### src/hw/rtl/crsc_pkg.sv
// Shared types and constants of the column surface crossing scan.
// Used by the shared mul/div unit, the top level and the port checker.
package crsc_pkg;

    localparam int FRAC_W   = 17;
    localparam int DEN_W    = 24;
    localparam int Y_W      = 32;
    localparam int CFG_W    = 24;
    localparam int TDATA_IN_W  = 112;
    localparam int TDATA_OUT_W = 64;
    localparam int TUSER_OUT_W = 3;

    // magnitudes of the interpolation operands
    localparam int MAG_A_W   = Y_W;
    localparam int MAG_D_W   = DEN_W;
    localparam int PROD_W    = MAG_A_W + MAG_D_W;
    localparam int QUO_W     = PROD_W + 1;
    localparam int MUL_STEPS = MAG_D_W;
    localparam int DIV_STEPS = QUO_W;
    localparam int CNT_W     = $clog2(DIV_STEPS);
    localparam int SUM_W     = QUO_W + 2;

    localparam logic [FRAC_W-1:0] FRAC_THR_RST = 17'd32768;
    localparam logic [DEN_W-1:0]  DEN_THR_RST  = 24'd51200;
    localparam logic [Y_W-1:0]    Y_MAX        = 32'h7FFF_FFFF;
    localparam logic [Y_W-1:0]    Y_MIN        = 32'h8000_0000;
    localparam logic [1:0]        ROW_FULL     = 2'd2;

    localparam logic [0:0] REG_FRAC_THR = 1'b0;
    localparam logic [0:0] REG_DEN_THR  = 1'b1;

    localparam logic [1:0] KIND_NONE = 2'd0;
    localparam logic [1:0] KIND_FRAC = 2'd1;
    localparam logic [1:0] KIND_DEN  = 2'd2;

    typedef struct packed {
        logic               start;
        logic [MAG_A_W-1:0] mag_a;
        logic [MAG_D_W-1:0] mag_b;
        logic [MAG_D_W-1:0] mag_d;
    } t_md_req;

    typedef struct packed {
        logic             done;
        logic [QUO_W-1:0] quo;
    } t_md_stat;

endpackage

### src/hw/rtl/crsc_muldiv.sv
// Shared iterative unit: round((a * b + d/2) / d) on magnitudes.
// Shift-add multiply, one bit a cycle, then restoring divide. Uses crsc_pkg.
module crsc_muldiv (
    input  logic               i_clk,
    input  logic               i_rst_n,
    input  crsc_pkg::t_md_req  i_req,
    output crsc_pkg::t_md_stat o_stat
);

    typedef enum logic [4:0] {
        MD_IDLE = 5'b00001,
        MD_MUL  = 5'b00010,
        MD_PREP = 5'b00100,
        MD_DIV  = 5'b01000,
        MD_DONE = 5'b10000
    } t_md_state;

    t_md_state                       r_state, n_state;
    logic [crsc_pkg::CNT_W-1:0]      r_cnt, n_cnt;
    logic [crsc_pkg::PROD_W-1:0]     r_acc, n_acc;
    logic [crsc_pkg::MAG_A_W-1:0]    r_mcand, n_mcand;
    logic [crsc_pkg::MAG_D_W-1:0]    r_mplier, n_mplier;
    logic [crsc_pkg::MAG_D_W-1:0]    r_div, n_div;
    logic [crsc_pkg::MAG_D_W-1:0]    r_rem, n_rem;
    logic [crsc_pkg::QUO_W-1:0]      r_quo, n_quo;

    logic [crsc_pkg::MAG_D_W:0]      rem_sh;
    logic [crsc_pkg::MAG_D_W:0]      rem_diff;
    logic                            rem_ge;

    assign rem_sh   = {r_rem, r_quo[crsc_pkg::QUO_W-1]};
    assign rem_ge   = rem_sh >= {1'b0, r_div};
    assign rem_diff = rem_sh - {1'b0, r_div};

    always_comb begin
        n_state  = r_state;
        n_cnt    = r_cnt;
        n_acc    = r_acc;
        n_mcand  = r_mcand;
        n_mplier = r_mplier;
        n_div    = r_div;
        n_rem    = r_rem;
        n_quo    = r_quo;
        unique case (r_state)
            MD_IDLE: begin
                if (i_req.start) begin
                    n_mcand  = i_req.mag_a;
                    n_mplier = i_req.mag_b;
                    n_div    = i_req.mag_d;
                    n_acc    = '0;
                    n_cnt    = '0;
                    n_state  = MD_MUL;
                end
            end
            MD_MUL: begin
                n_acc = {r_acc[crsc_pkg::PROD_W-2:0], 1'b0}
                      + (r_mplier[crsc_pkg::MAG_D_W-1]
                         ? {{crsc_pkg::MAG_D_W{1'b0}}, r_mcand}
                         : {crsc_pkg::PROD_W{1'b0}});
                n_mplier = {r_mplier[crsc_pkg::MAG_D_W-2:0], 1'b0};
                n_cnt    = r_cnt + 1'b1;
                if (r_cnt == crsc_pkg::CNT_W'(crsc_pkg::MUL_STEPS - 1)) begin
                    n_cnt   = '0;
                    n_state = MD_PREP;
                end
            end
            MD_PREP: begin
                n_quo = {1'b0, r_acc}
                      + crsc_pkg::QUO_W'(r_div[crsc_pkg::MAG_D_W-1:1]);
                n_rem   = '0;
                n_state = MD_DIV;
            end
            MD_DIV: begin
                n_rem = rem_ge ? rem_diff[crsc_pkg::MAG_D_W-1:0]
                               : rem_sh[crsc_pkg::MAG_D_W-1:0];
                n_quo = {r_quo[crsc_pkg::QUO_W-2:0], rem_ge};
                n_cnt = r_cnt + 1'b1;
                if (r_cnt == crsc_pkg::CNT_W'(crsc_pkg::DIV_STEPS - 1)) begin
                    n_cnt   = '0;
                    n_state = MD_DONE;
                end
            end
            MD_DONE: begin
                n_state = MD_IDLE;
            end
            default: begin
                n_state = MD_IDLE;
            end
        endcase
    end

    always_ff @(posedge i_clk) begin
        if (!i_rst_n) begin
            r_state <= MD_IDLE;
            r_cnt   <= '0;
        end else begin
            r_state <= n_state;
            r_cnt   <= n_cnt;
        end
        r_acc    <= n_acc;
        r_mcand  <= n_mcand;
        r_mplier <= n_mplier;
        r_div    <= n_div;
        r_rem    <= n_rem;
        r_quo    <= n_quo;
    end

    assign o_stat = '{done: (r_state == MD_DONE), quo: r_quo};

endmodule

### src/hw/rtl/column_surface_crossing_scan_core.sv
// Top level: column scan, crossing test, saturation and output register.
// Uses crsc_pkg and the shared unit crsc_muldiv.
//
//  channel   dir  handshake                       payload
//  s_axis    in   s_axis_tvalid / s_axis_tready   tdata, tlast (cell)
//  m_axis    out  m_axis_tvalid / m_axis_tready   tdata, tuser (column result)
//  cfg       in   i_cfg_we                        i_cfg_idx, i_cfg_wdata
//
// A cell is taken when s_axis_tvalid and s_axis_tready are both high. A crossing
// cell with a nonzero denominator holds s_axis_tready low after its transaction for
// 24 multiply steps, one rounding add, 57 divide steps, a done state and the final
// add with saturation. Reset is synchronous, active low, and restores the threshold
// defaults. s_axis_tready drops during that computation and while a result waits.
module column_surface_crossing_scan_core (
    input  logic                                i_clk,
    input  logic                                i_rst_n,
    input  logic                                s_axis_tvalid,
    output logic                                s_axis_tready,
    // volume_fraction [16:0], cell_density [40:17], cell_y [72:41], column_x [104:73]
    input  logic [crsc_pkg::TDATA_IN_W-1:0]     s_axis_tdata,
    input  logic                                s_axis_tlast,
    output logic                                m_axis_tvalid,
    input  logic                                m_axis_tready,
    // profile_x [31:0], surface_y [63:32]
    output logic [crsc_pkg::TDATA_OUT_W-1:0]    m_axis_tdata,
    // crossing_kind [1:0], flat_pair [2]
    output logic [crsc_pkg::TUSER_OUT_W-1:0]    m_axis_tuser,
    input  logic                                i_cfg_we,
    input  logic [0:0]                          i_cfg_idx,
    input  logic [crsc_pkg::CFG_W-1:0]          i_cfg_wdata
);

    typedef enum logic [2:0] {
        ST_SCAN = 3'b001,
        ST_CALC = 3'b010,
        ST_SUM  = 3'b100
    } t_state;

    t_state                          r_state, n_state;
    logic [crsc_pkg::FRAC_W-1:0]     r_fth;
    logic [crsc_pkg::DEN_W-1:0]      r_dth;
    logic [1:0]                      r_row_cnt, n_row_cnt;
    logic [crsc_pkg::FRAC_W-1:0]     r_prev_frac, n_prev_frac;
    logic [crsc_pkg::DEN_W-1:0]      r_prev_den, n_prev_den;
    logic [crsc_pkg::Y_W-1:0]        r_prev_y, n_prev_y;
    logic                            r_found, n_found;
    logic [crsc_pkg::Y_W-1:0]        r_held_y, n_held_y;
    logic [1:0]                      r_held_kind, n_held_kind;
    logic                            r_held_flat, n_held_flat;
    logic                            r_pend_last, n_pend_last;
    logic [crsc_pkg::Y_W-1:0]        r_pend_x, n_pend_x;
    logic                            r_neg, n_neg;
    logic                            r_out_valid, n_out_valid;
    logic [crsc_pkg::Y_W-1:0]        r_out_x, n_out_x;
    logic [crsc_pkg::Y_W-1:0]        r_out_y, n_out_y;
    logic [1:0]                      r_out_kind, n_out_kind;
    logic                            r_out_flat, n_out_flat;

    logic [crsc_pkg::FRAC_W-1:0]     in_vf;
    logic [crsc_pkg::DEN_W-1:0]      in_dn;
    logic [crsc_pkg::Y_W-1:0]        in_y;
    logic [crsc_pkg::Y_W-1:0]        in_x;
    logic                            accept;
    logic                            hit_f, hit_d;
    logic [crsc_pkg::DEN_W-1:0]      t_sel, b_sel, thr_sel;
    logic [crsc_pkg::DEN_W:0]        den, num, den_abs, num_abs;
    logic [crsc_pkg::Y_W:0]          dy, dy_abs;
    logic [crsc_pkg::SUM_W-1:0]      q_ext, sq, yp_ext, sum;
    logic                            sat_hi, sat_lo;
    logic [crsc_pkg::Y_W-1:0]        sum_sat;
    logic                            clear_col;

    crsc_pkg::t_md_req               md_req;
    crsc_pkg::t_md_stat              md_stat;

    assign in_vf = s_axis_tdata[16:0];
    assign in_dn = s_axis_tdata[40:17];
    assign in_y  = s_axis_tdata[72:41];
    assign in_x  = s_axis_tdata[104:73];

    assign s_axis_tready = (r_state == ST_SCAN) && (!r_out_valid || m_axis_tready);
    assign accept        = s_axis_tvalid && s_axis_tready;

    // crossing tests and interpolation operands
    assign hit_f   = (r_row_cnt == crsc_pkg::ROW_FULL) && (in_vf > r_fth);
    assign hit_d   = !hit_f && (r_row_cnt == crsc_pkg::ROW_FULL) && (in_dn < r_dth);
    assign t_sel   = hit_f ? crsc_pkg::DEN_W'(in_vf) : in_dn;
    assign b_sel   = hit_f ? crsc_pkg::DEN_W'(r_prev_frac) : r_prev_den;
    assign thr_sel = hit_f ? crsc_pkg::DEN_W'(r_fth) : r_dth;
    assign den     = {1'b0, t_sel} - {1'b0, b_sel};
    assign num     = {1'b0, thr_sel} - {1'b0, b_sel};
    assign den_abs = den[crsc_pkg::DEN_W] ? ('0 - den) : den;
    assign num_abs = num[crsc_pkg::DEN_W] ? ('0 - num) : num;
    assign dy      = {in_y[crsc_pkg::Y_W-1], in_y} - {r_prev_y[crsc_pkg::Y_W-1], r_prev_y};
    assign dy_abs  = dy[crsc_pkg::Y_W] ? ('0 - dy) : dy;

    // final add and saturation
    assign q_ext  = crsc_pkg::SUM_W'(md_stat.quo);
    assign sq     = r_neg ? ('0 - q_ext) : q_ext;
    assign yp_ext = {{(crsc_pkg::SUM_W - crsc_pkg::Y_W){r_prev_y[crsc_pkg::Y_W-1]}}, r_prev_y};
    assign sum    = yp_ext + sq;
    assign sat_hi = !sum[crsc_pkg::SUM_W-1]
                  && (sum[crsc_pkg::SUM_W-2:crsc_pkg::Y_W-1] != '0);
    assign sat_lo = sum[crsc_pkg::SUM_W-1]
                  && (sum[crsc_pkg::SUM_W-2:crsc_pkg::Y_W-1] != '1);
    assign sum_sat = sat_hi ? crsc_pkg::Y_MAX
                   : (sat_lo ? crsc_pkg::Y_MIN : sum[crsc_pkg::Y_W-1:0]);

    always_comb begin
        n_state     = r_state;
        n_row_cnt   = r_row_cnt;
        n_prev_frac = r_prev_frac;
        n_prev_den  = r_prev_den;
        n_prev_y    = r_prev_y;
        n_found     = r_found;
        n_held_y    = r_held_y;
        n_held_kind = r_held_kind;
        n_held_flat = r_held_flat;
        n_pend_last = r_pend_last;
        n_pend_x    = r_pend_x;
        n_neg       = r_neg;
        n_out_valid = r_out_valid;
        n_out_x     = r_out_x;
        n_out_y     = r_out_y;
        n_out_kind  = r_out_kind;
        n_out_flat  = r_out_flat;
        clear_col   = 1'b0;

        md_req.start = 1'b0;
        md_req.mag_a = dy_abs[crsc_pkg::MAG_A_W-1:0];
        md_req.mag_b = num_abs[crsc_pkg::MAG_D_W-1:0];
        md_req.mag_d = den_abs[crsc_pkg::MAG_D_W-1:0];

        if (r_out_valid && m_axis_tready) begin
            n_out_valid = 1'b0;
        end

        unique case (r_state)
            ST_SCAN: begin
                if (accept) begin
                    if (!r_found) begin
                        if (hit_f || hit_d) begin
                            n_found     = 1'b1;
                            n_held_kind = hit_f ? crsc_pkg::KIND_FRAC : crsc_pkg::KIND_DEN;
                            if (den == '0) begin
                                n_held_y    = in_y;
                                n_held_flat = 1'b1;
                            end else begin
                                n_held_flat  = 1'b0;
                                md_req.start = 1'b1;
                                n_pend_last  = s_axis_tlast;
                                n_pend_x     = in_x;
                                n_neg        = dy[crsc_pkg::Y_W] ^ num[crsc_pkg::DEN_W]
                                             ^ den[crsc_pkg::DEN_W];
                                n_state      = ST_CALC;
                            end
                        end else begin
                            n_prev_frac = in_vf;
                            n_prev_den  = in_dn;
                            n_prev_y    = in_y;
                            n_held_y    = in_y;
                            n_held_kind = crsc_pkg::KIND_NONE;
                            n_held_flat = 1'b0;
                            if (r_row_cnt != crsc_pkg::ROW_FULL) begin
                                n_row_cnt = r_row_cnt + 1'b1;
                            end
                        end
                    end
                    if (s_axis_tlast && !md_req.start) begin
                        n_out_valid = 1'b1;
                        n_out_x     = in_x;
                        n_out_y     = n_held_y;
                        n_out_kind  = n_held_kind;
                        n_out_flat  = n_held_flat;
                        clear_col   = 1'b1;
                    end
                end
            end
            ST_CALC: begin
                if (md_stat.done) begin
                    n_state = ST_SUM;
                end
            end
            ST_SUM: begin
                n_held_y = sum_sat;
                if (r_pend_last) begin
                    n_out_valid = 1'b1;
                    n_out_x     = r_pend_x;
                    n_out_y     = sum_sat;
                    n_out_kind  = r_held_kind;
                    n_out_flat  = r_held_flat;
                    clear_col   = 1'b1;
                end
                n_state = ST_SCAN;
            end
            default: begin
                n_state = ST_SCAN;
            end
        endcase

        if (clear_col) begin
            n_row_cnt = '0;
            n_found   = 1'b0;
        end
    end

    always_ff @(posedge i_clk) begin
        if (!i_rst_n) begin
            r_state     <= ST_SCAN;
            r_fth       <= crsc_pkg::FRAC_THR_RST;
            r_dth       <= crsc_pkg::DEN_THR_RST;
            r_row_cnt   <= '0;
            r_found     <= 1'b0;
            r_out_valid <= 1'b0;
        end else begin
            r_state     <= n_state;
            r_row_cnt   <= n_row_cnt;
            r_found     <= n_found;
            r_out_valid <= n_out_valid;
            if (i_cfg_we) begin
                unique case (i_cfg_idx)
                    crsc_pkg::REG_FRAC_THR: r_fth <= i_cfg_wdata[crsc_pkg::FRAC_W-1:0];
                    crsc_pkg::REG_DEN_THR:  r_dth <= i_cfg_wdata[crsc_pkg::DEN_W-1:0];
                    default: begin
                        r_fth <= r_fth;
                    end
                endcase
            end
        end
        r_prev_frac <= n_prev_frac;
        r_prev_den  <= n_prev_den;
        r_prev_y    <= n_prev_y;
        r_held_y    <= n_held_y;
        r_held_kind <= n_held_kind;
        r_held_flat <= n_held_flat;
        r_pend_last <= n_pend_last;
        r_pend_x    <= n_pend_x;
        r_neg       <= n_neg;
        r_out_x     <= n_out_x;
        r_out_y     <= n_out_y;
        r_out_kind  <= n_out_kind;
        r_out_flat  <= n_out_flat;
    end

    crsc_muldiv u_muldiv (
        .i_clk   (i_clk),
        .i_rst_n (i_rst_n),
        .i_req   (md_req),
        .o_stat  (md_stat)
    );

    assign m_axis_tvalid = r_out_valid;
    assign m_axis_tdata  = {r_out_y, r_out_x};
    assign m_axis_tuser  = {r_out_flat, r_out_kind};

endmodule

### config.mk
export PLATFORM = sky130hd
export DESIGN_NAME = column_surface_crossing_scan_core
export DESIGN_NICKNAME = d
export VERILOG_FILES = /design/src/hw/rtl/crsc_pkg.sv /design/src/hw/rtl/crsc_muldiv.sv /design/src/hw/rtl/column_surface_crossing_scan_core.sv
export SDC_FILE = /design/constraint.sdc
export NUM_CORES = 1
export LEC_CHECK = 0
export BUFFER_PORTS_ARGS = -buffer_cell sky130_fd_sc_hd__buf_2
export CORE_ASPECT_RATIO = 0.75
export CORE_MARGIN = 1.5
export CORE_UTILIZATION = 25
export CTS_BUF_LIST = sky130_fd_sc_hd__clkbuf_8 sky130_fd_sc_hd__clkbuf_16
export DETAILED_ROUTE_END_ITERATION = 8
export PLACE_DENSITY = 0.42
export SLEW_MARGIN = 20
export SYNTH_ARGS = -nofsm -noshare
export SYNTH_HDL_FRONTEND = slang
export SYNTH_SLANG_ARGS = --single-unit
### constraint.sdc
create_clock -name i_clk -period 10.66 [get_ports i_clk]
set_input_delay 1.066 -clock i_clk [delete_from_list [all_inputs] [get_ports i_clk]]
set_output_delay 1.066 -clock i_clk [all_outputs]
set_load 0.05 [all_outputs]
Word-level counts from Yosys, hierarchy flattened
Index checks and enable logic that the tools add are counted.

word-level totals
  logic and storage cells = 184
  register bits after elaboration = 485
  bits of input ports = 143
  output and inout port bits = 69

operators by class
  magnitude comparators = 3
  bitwise operators = 7
  reductions and logical operators = 35
  eq/ne operators = 23
  multiplexer cells = 76
  add/sub/neg operators = 13

operator list
  cell                                                                 number
  32-bit two-way mux                                                   14
  32-bit case mux with 2 select lines                                  3
  24-bit two-way mux                                                   7
  57-bit case mux with 2 select lines                                  1
  56-bit case mux with 2 select lines                                  1
  24-bit case mux with 2 select lines                                  2
  59-bit adder                                                         1
  59-bit two-way mux                                                   1
  1-bit by 57-bit subtractor with 58-bit output, first input constant  1
  56-bit by 23-bit adder with 57-bit output                            1
  56-bit adder                                                         1
  56-bit two-way mux                                                   1
  24-bit by 24-bit subtractor with 25-bit output                       2
  1-bit by 24-bit subtractor with 24-bit output, first input constant  2
  32-bit by 32-bit subtractor with 33-bit output                       1
  1-bit by 32-bit subtractor with 32-bit output, first input constant  1
  27-bit inequality test, second input constant                        1
  27-bit nonzero test                                                  1
  25-bit by 24-bit >= comparator with 1-bit output                     1
  25-bit zero test                                                     1
  24-bit less-than comparator                                          1
  24-bit subtractor                                                    1
  1-bit two-way mux                                                    22
  5-bit case mux with 4 select lines                                   1
  36 further kinds                                                     88

Depth between registers and ports, before layout
  depth in word-level cells = 16
  depth in mapped cells = 33
  mapped depth without buffers = 31

Hierarchy
A second synthesis with hierarchy kept.

unflattened totals
  cells, all modules = 4,183
  area, all modules = 37,126.9 um^2

by module, submodules not included
  module                             cells an instance  seq. area each (um^2)  area an instance (um^2)  times used
  column_surface_crossing_scan_core  2,728              7,236.9                22,923.2                 1
  crsc_muldiv                        1,455              6,736.5                14,203.6                 1

Worst setup path before layout
No wires, ideal clock.

  path kind = input -> register
  start = input s_axis_tdata[15] (netlist name)
  end = register u_muldiv.r_acc[0] (netlist name), enable pin
  path slack = 1,926 ps
  required time = 10,219 ps
  path buffers = 4
  cell stages on the path = 25
  setup time = 441 ps
  arrival time = 8,294 ps
  cells stage by stage = ha_1 > nand4_2 > nor4_2 > nand2b_1 > and4_4 > buf_6 > nor2_4 > buf_4 > clkbuf_1 > buf_1 > mux2i_1 > ha_1 > maj3_1 > maj3_1 > nor3_2 > nor2_1 > a221oi_1 > o21ai_2 > and3_1 > or3_1 > o21ai_1 > nor3b_1 > a311o_1 > nand2b_1 > nand2_1

on the way
  word-level cells in the longest chain between the ends = 14
  elaborated cells on any way between the ends = 19
  those cells by class = 1 x add/sub; 1 x order compare; 1 x eq/ne; 9 x mux; 7 x reduce/logical

RTL lines
  element                                                                              line                                                                                RTL
  from (decl)                                                                          column_surface_crossing_scan_core.sv:20                                             input logic [crsc_pkg::TDATA_IN_W-1:0] s_axis_tdata,
  17-bit > comparator                                                                  column_surface_crossing_scan_core.sv:85                                             assign hit_f = (r_row_cnt == crsc_pkg::ROW_FULL) && (in_vf > r_fth);
  1-bit logical AND                                                                    column_surface_crossing_scan_core.sv:85
  24-bit two-way mux, or another cell as far along                                     column_surface_crossing_scan_core.sv:87                                             assign t_sel = hit_f ? crsc_pkg::DEN_W'(in_vf) : in_dn;
  24-bit by 24-bit subtractor with 25-bit output or 1-bit logical AND (tied branches)  column_surface_crossing_scan_core.sv:90, column_surface_crossing_scan_core.sv:86
  25-bit zero test or 1-bit logical AND (tied branches)                                column_surface_crossing_scan_core.sv:145, column_surface_crossing_scan_core.sv:86
  1-bit two-way mux or 1-bit logical OR (tied branches)                                column_surface_crossing_scan_core.sv:145, column_surface_crossing_scan_core.sv:142
  1-bit two-way mux (*)                                                                column_surface_crossing_scan_core.sv:142                                            if (hit_f || hit_d) begin
  1-bit two-way mux (*)                                                                column_surface_crossing_scan_core.sv:141                                            if (!r_found) begin
  1-bit two-way mux (*)                                                                column_surface_crossing_scan_core.sv:140                                            if (accept) begin
  1-bit two-way mux (*)                                                                column_surface_crossing_scan_core.sv:138                                            unique case (r_state)
  1-bit two-way mux (*)                                                                column_surface_crossing_scan_core.sv:140
  1-bit two-way mux (*)                                                                column_surface_crossing_scan_core.sv:138
  2-bit inequality test (no line) (*)                                                  n/a
  2-bit AND reduction (no line) (*)                                                    n/a
  to (signal assigned)                                                                 crsc_muldiv.sv:100                                                                  r_acc <= n_acc;
  to (decl)                                                                            crsc_muldiv.sv:20                                                                   logic [crsc_pkg::PROD_W-1:0] r_acc, n_acc;

Every way passes the cells marked *; elsewhere a longest branch is shown, timed or not. The select of a mux whose other input is x is not followed.
A chain may end at the register's enable or synchronous reset.

Worst setup path after layout
  start = register u_muldiv.r_quo[0] (netlist name)
  end = register r_held_y[23] (netlist name), data pin

on the way
  word-level cells in the longest chain between the ends = 8
  elaborated cells on any way between the ends = 11
  those cells by class = 2 x add/sub; 1 x eq/ne; 4 x mux; 4 x reduce/logical

RTL lines
  element                                        line                                      RTL
  from (decl)                                    crsc_muldiv.sv:25                         logic [crsc_pkg::QUO_W-1:0] r_quo, n_quo;
  from (signal assigned)                         crsc_muldiv.sv:105                        r_quo <= n_quo;
  1-bit by 57-bit subtractor with 58-bit output  column_surface_crossing_scan_core.sv:99   assign sq = r_neg ? ('0 - q_ext) : q_ext;
  59-bit two-way mux (*)                         column_surface_crossing_scan_core.sv:99
  59-bit adder (*)                               column_surface_crossing_scan_core.sv:101  assign sum = yp_ext + sq;
  27-bit inequality test                         column_surface_crossing_scan_core.sv:105  && (sum[crsc_pkg::SUM_W-2:crsc_pkg::Y_W-1] != '1);
  1-bit logical AND                              column_surface_crossing_scan_core.sv:105
  32-bit two-way mux                             column_surface_crossing_scan_core.sv:107  : (sat_lo ? crsc_pkg::Y_MIN : sum[crsc_pkg::Y_W-1:0]);
  32-bit two-way mux (*)                         column_surface_crossing_scan_core.sv:106  assign sum_sat = sat_hi ? crsc_pkg::Y_MAX
  32-bit case mux with 2 select lines (*)        column_surface_crossing_scan_core.sv:138
  net n_held_y, one bit                          column_surface_crossing_scan_core.sv:47   logic [crsc_pkg::Y_W-1:0] r_held_y, n_held_y;
  to (signal assigned)                           column_surface_crossing_scan_core.sv:233  r_held_y <= n_held_y;
  to (decl)                                      column_surface_crossing_scan_core.sv:47

Mark *: on every way through the listed nets, which the timed path passes. The rest lies on a longest branch.

==> reports/metrics.cfg <==
[run_status]
status = complete, no violations

[worst_setup_path]
crit_buf_inv = 2
end_kind = flop
r2r_start = u_muldiv.r_quo[0]
cp.arrival_ns = 9.00
cp_slowest_stage_delay_ns = 0.80
startpoint = u_muldiv.r_quo[0]
cp.required_ns = 11.03
cp.depth = 31
timing.critical_path.mode_cell = nand2b_1
r2r-end = r_held_y[23]
crit_fanout = 24
ff2ff_path_depth = 31
cp_slowest_cell = a22o_2
startpoint_type = flop
crit_type = flop to flop
endpoint = r_held_y[23]
rrSetupSlack_ns = 2.04
crit_family = simple AND/OR/NAND/NOR gates

[logic_synthesis]
ys_ff_latch = 485
synth-simple-area-share_pct = 19.93
synth-xor-area-share_pct = 8.661
synth_edf_count = 426
syn-instance-count = 3909
synth_top_family_by_area = simple AND/OR/NAND/NOR gates
synth_nets = 4312
synth_area_um2 = 35800
muxShareOfSynthArea_pct = 1.430
async_flop_share_pct = 0
yosysWarnings = 0
synth_compound_area_share_pct = 17.73
syn_avg_cell_area_um2 = 9.158
synth_ff_type = edfxtp_1
yosys.area_share.adder_pct = 9.472
ys_types = 101
seq_area_frac_synth_pct = 39.04

[power]
power_density_nw_per_um2 = 140.1
p_total_w = 0.005744
ir_drop_v = 0.0001358
p_leak_nw = 15.84

[clock_network]
htreeDepth = 2
cts_sinks = 485
clk_pin_slew_ns = 0.06
cts_resized = 0
cts_root_buf = clkbuf_16
ctsLongestPathBuffers = 3
cts_tree = built
holdBufCountCts = 0
clk_latency_ns = 0.69
post_cts_buffers = 0
cts_buffers = 60

[routing]
drt_wl_total_um = 106600
post_drt_wl_per_cell_um = 17.72
num_vias = 28770
viasPerCell = 4.783
drcViolationCount = 0
postRouteAntennaNets = 0
first_pass_iters = 5
drtIter0Drc = 1967

[grt]
first_global_vias = 27670
grt_pass1_wl_um = 165600
antenna_found_initial = 5
grt-ovfl-total = 0
grt_util_all_layers_pct = 14.43
grt_start_max_net_pins = 78

[sta]
drv_slew = 0
holdWs_ns = 0.4648
max_freq_ghz = 0.1159
final-setup-viol-count = 0
finalCritPeriodShare_pct = 80.91
period_needed_ns = 8.625
final-hold-violation-count = 0
fin_skew_ns = 0.05631
worst_slew_pin_slew_ns = 1.101
tns_ns = 0
rsz0062_at_grt = no
relSlewSlack_pct = 26.14

[place]
dp_hpwl_um = 81710
gp_congestion = 0.8501
port_buffers = 204
place_area_um2 = 38930

[floorplanning]
die_h_um = 330.7
fp-row-count = 120
ioPinCount = 212
die_w_um = 439.9
initial_core_util_pct = 25.12
core-area_um2 = 142500
die_area_um2 = 145500

[finish]
drive_gt1_share_pct = 11.30
area_delta_synth_final_pct = 14.55
fin_area_um2 = 41000
multiInputGateArea_um2 = 20580
final_nets = 4475
fillCellCount = 15200
regArea_um2 = 13970
utilization_pct = 28.78

[min_path]
holdCritPathClass = flop to flop
holdPathStages = 2

[job]
maxCapViolations = 0

-- tightest hold or removal path, cell delays in order (launching register included) --
cell	delay [ns]
dfxtp_1	0.31
nand2_1	0.05
a21boi_0	0.06
-- cells in the mapped netlist (13+ instances only) --
| master | number | area share, % |
|---|---|---|
| nand2_1 | 521 | 5.5 |
| edfxtp_1 | 426 | 36 |
| nor2_1 | 320 | 3.4 |
| ha_1 | 255 | 8.9 |
| a21oi_1 | 233 | 3.3 |
| o21ai_0 | 233 | 3.3 |
| xnor2_1 | 233 | 5.7 |
| inv_1 | 197 | 2.1 |
| xor2_1 | 121 | 3.0 |
| nor3_1 | 109 | 1.5 |
| clkbuf_1 | 100 | 1.0 |
| nand3_1 | 91 | 1.3 |
| a21o_1 | 82 | 1.7 |
| and2_1 | 75 | 1.3 |
| dfxtp_1 | 59 | 3.3 |
| nand2b_1 | 56 | 0.98 |
| and3_1 | 55 | 0.96 |
| a21boi_0 | 53 | 1.1 |
| nor2b_1 | 53 | 0.93 |
| mux2i_1 | 41 | 1.1 |
| nand4_1 | 41 | 0.72 |
| a31oi_1 | 40 | 0.70 |
| o31ai_1 | 33 | 0.69 |
| o21a_1 | 31 | 0.65 |
| or3_1 | 31 | 0.54 |
| a221oi_2 | 30 | 1.3 |
| o21bai_1 | 25 | 0.52 |
| a211oi_1 | 21 | 0.44 |
| o211ai_1 | 21 | 0.44 |
| nor4_1 | 19 | 0.33 |
| or2_2 | 19 | 0.33 |
| o41ai_1 | 15 | 0.37 |
| o21ai_1 | 14 | 0.20 |
| buf_2 | 13 | 0.18 |
-- sequential cells by signal, indices dropped and copies added (netlist names), 24 cells and up --
| signal | cells |
|---|---|
| u_muldiv.r_quo | 57 |
| u_muldiv.r_acc | 56 |
| r_held_y | 32 |
| r_out_x | 32 |
| r_out_y | 32 |
| r_pend_x | 32 |
| r_prev_y | 32 |
| u_muldiv.r_mcand | 32 |
| r_dth | 24 |
| r_prev_den | 24 |
| u_muldiv.r_div | 24 |
| u_muldiv.r_mplier | 24 |
| u_muldiv.r_rem | 24 |
-- area by class of cell --
type | count | area share [%]
inverters | 197 | 1.803
well taps | 1891 | 5.770
repair buffers | 236 | 3.192
multi-input cells | 3092 | 50.18
clock buffers | 65 | 3.884
clock inverters | 48 | 1.086
flip-flops and latches | 485 | 34.08
diodes | 1 | 0.006103
-- metrics by stage --
step | setup WS [ns] | cells
6_report | 2.035 | 6015
5_1_grt | 1.317 | 6015
4_1_cts | 1.961 | 6013
3_5_place_dp | 2.041 | 5900
3_3_place_gp | 1.999 | 5900
2_1_floorplan | 1.926 | 3909
-- kinds of logic after synthesis --
| logic type | after synthesis |
|---|---|
| AO/OA/AOI/OAI | 946 |
| AND/OR/NAND/NOR | 1472 |
| flip-flops | 485 |
| adder cells (fa/ha/maj) | 270 |
| buffers and inverters | 332 |
| multiplexers | 50 |
| XOR/XNOR | 354 |
-- where the power goes --
part / internal (W) / switching [W] / total (W)
Sequential: 0.00219 / 0.0000346 / 0.00222
Clock: 0.00123 / 0.000911 / 0.00214
Combinational: 0.000504 / 0.000877 / 0.00138
Total: 0.00392 / 0.00182 / 0.00574
-- how the worst min path moves through the flow --
stage / startpoint / to / slack, ns
global route: r_dth[8] / r_dth[8] / 0.49
detailed placement: r_dth[2] / r_dth[2] / 0.47
finish: r_dth[17] / r_dth[17] / 0.46
floorplan: r_dth[10] / r_dth[10] / 0.44
CTS: r_dth[8] / r_dth[8] / 0.47
global placement: r_dth[9] / r_dth[9] / 0.46
-- cells in the final DEF (no fill, tap or decap), types with 33 or more instances in the layout --
master       n
edfxtp_1   426
nand3_1     90
nand2b_1    56
and3_1      54
a21o_1      82
xnor2_1    233
ha_1       255
nand4_1     41
a21oi_1    231
o21ai_0    233
mux2i_1     41
inv_1      200
nor2b_1     52
dfxtp_1     59
nor3_1     108
nand2_1    518
buf_2      203
o31ai_1     33
clkbuf_16   62
nor2_1     320
a31oi_1     38
xor2_1     121
and2_1      74
a21boi_0    53
-- routing by layer --
metal  GRT usage [%]  part of all wire, %  vias up
met5               0                0.019        -
met1           21.81                   52    13670
met4           2.864                  1.6        4
li1                -                    -    14500
met3           2.422                  4.5      103
met2           21.36                   42      495
No activity file was read; power rests on OpenSTA's default activity.
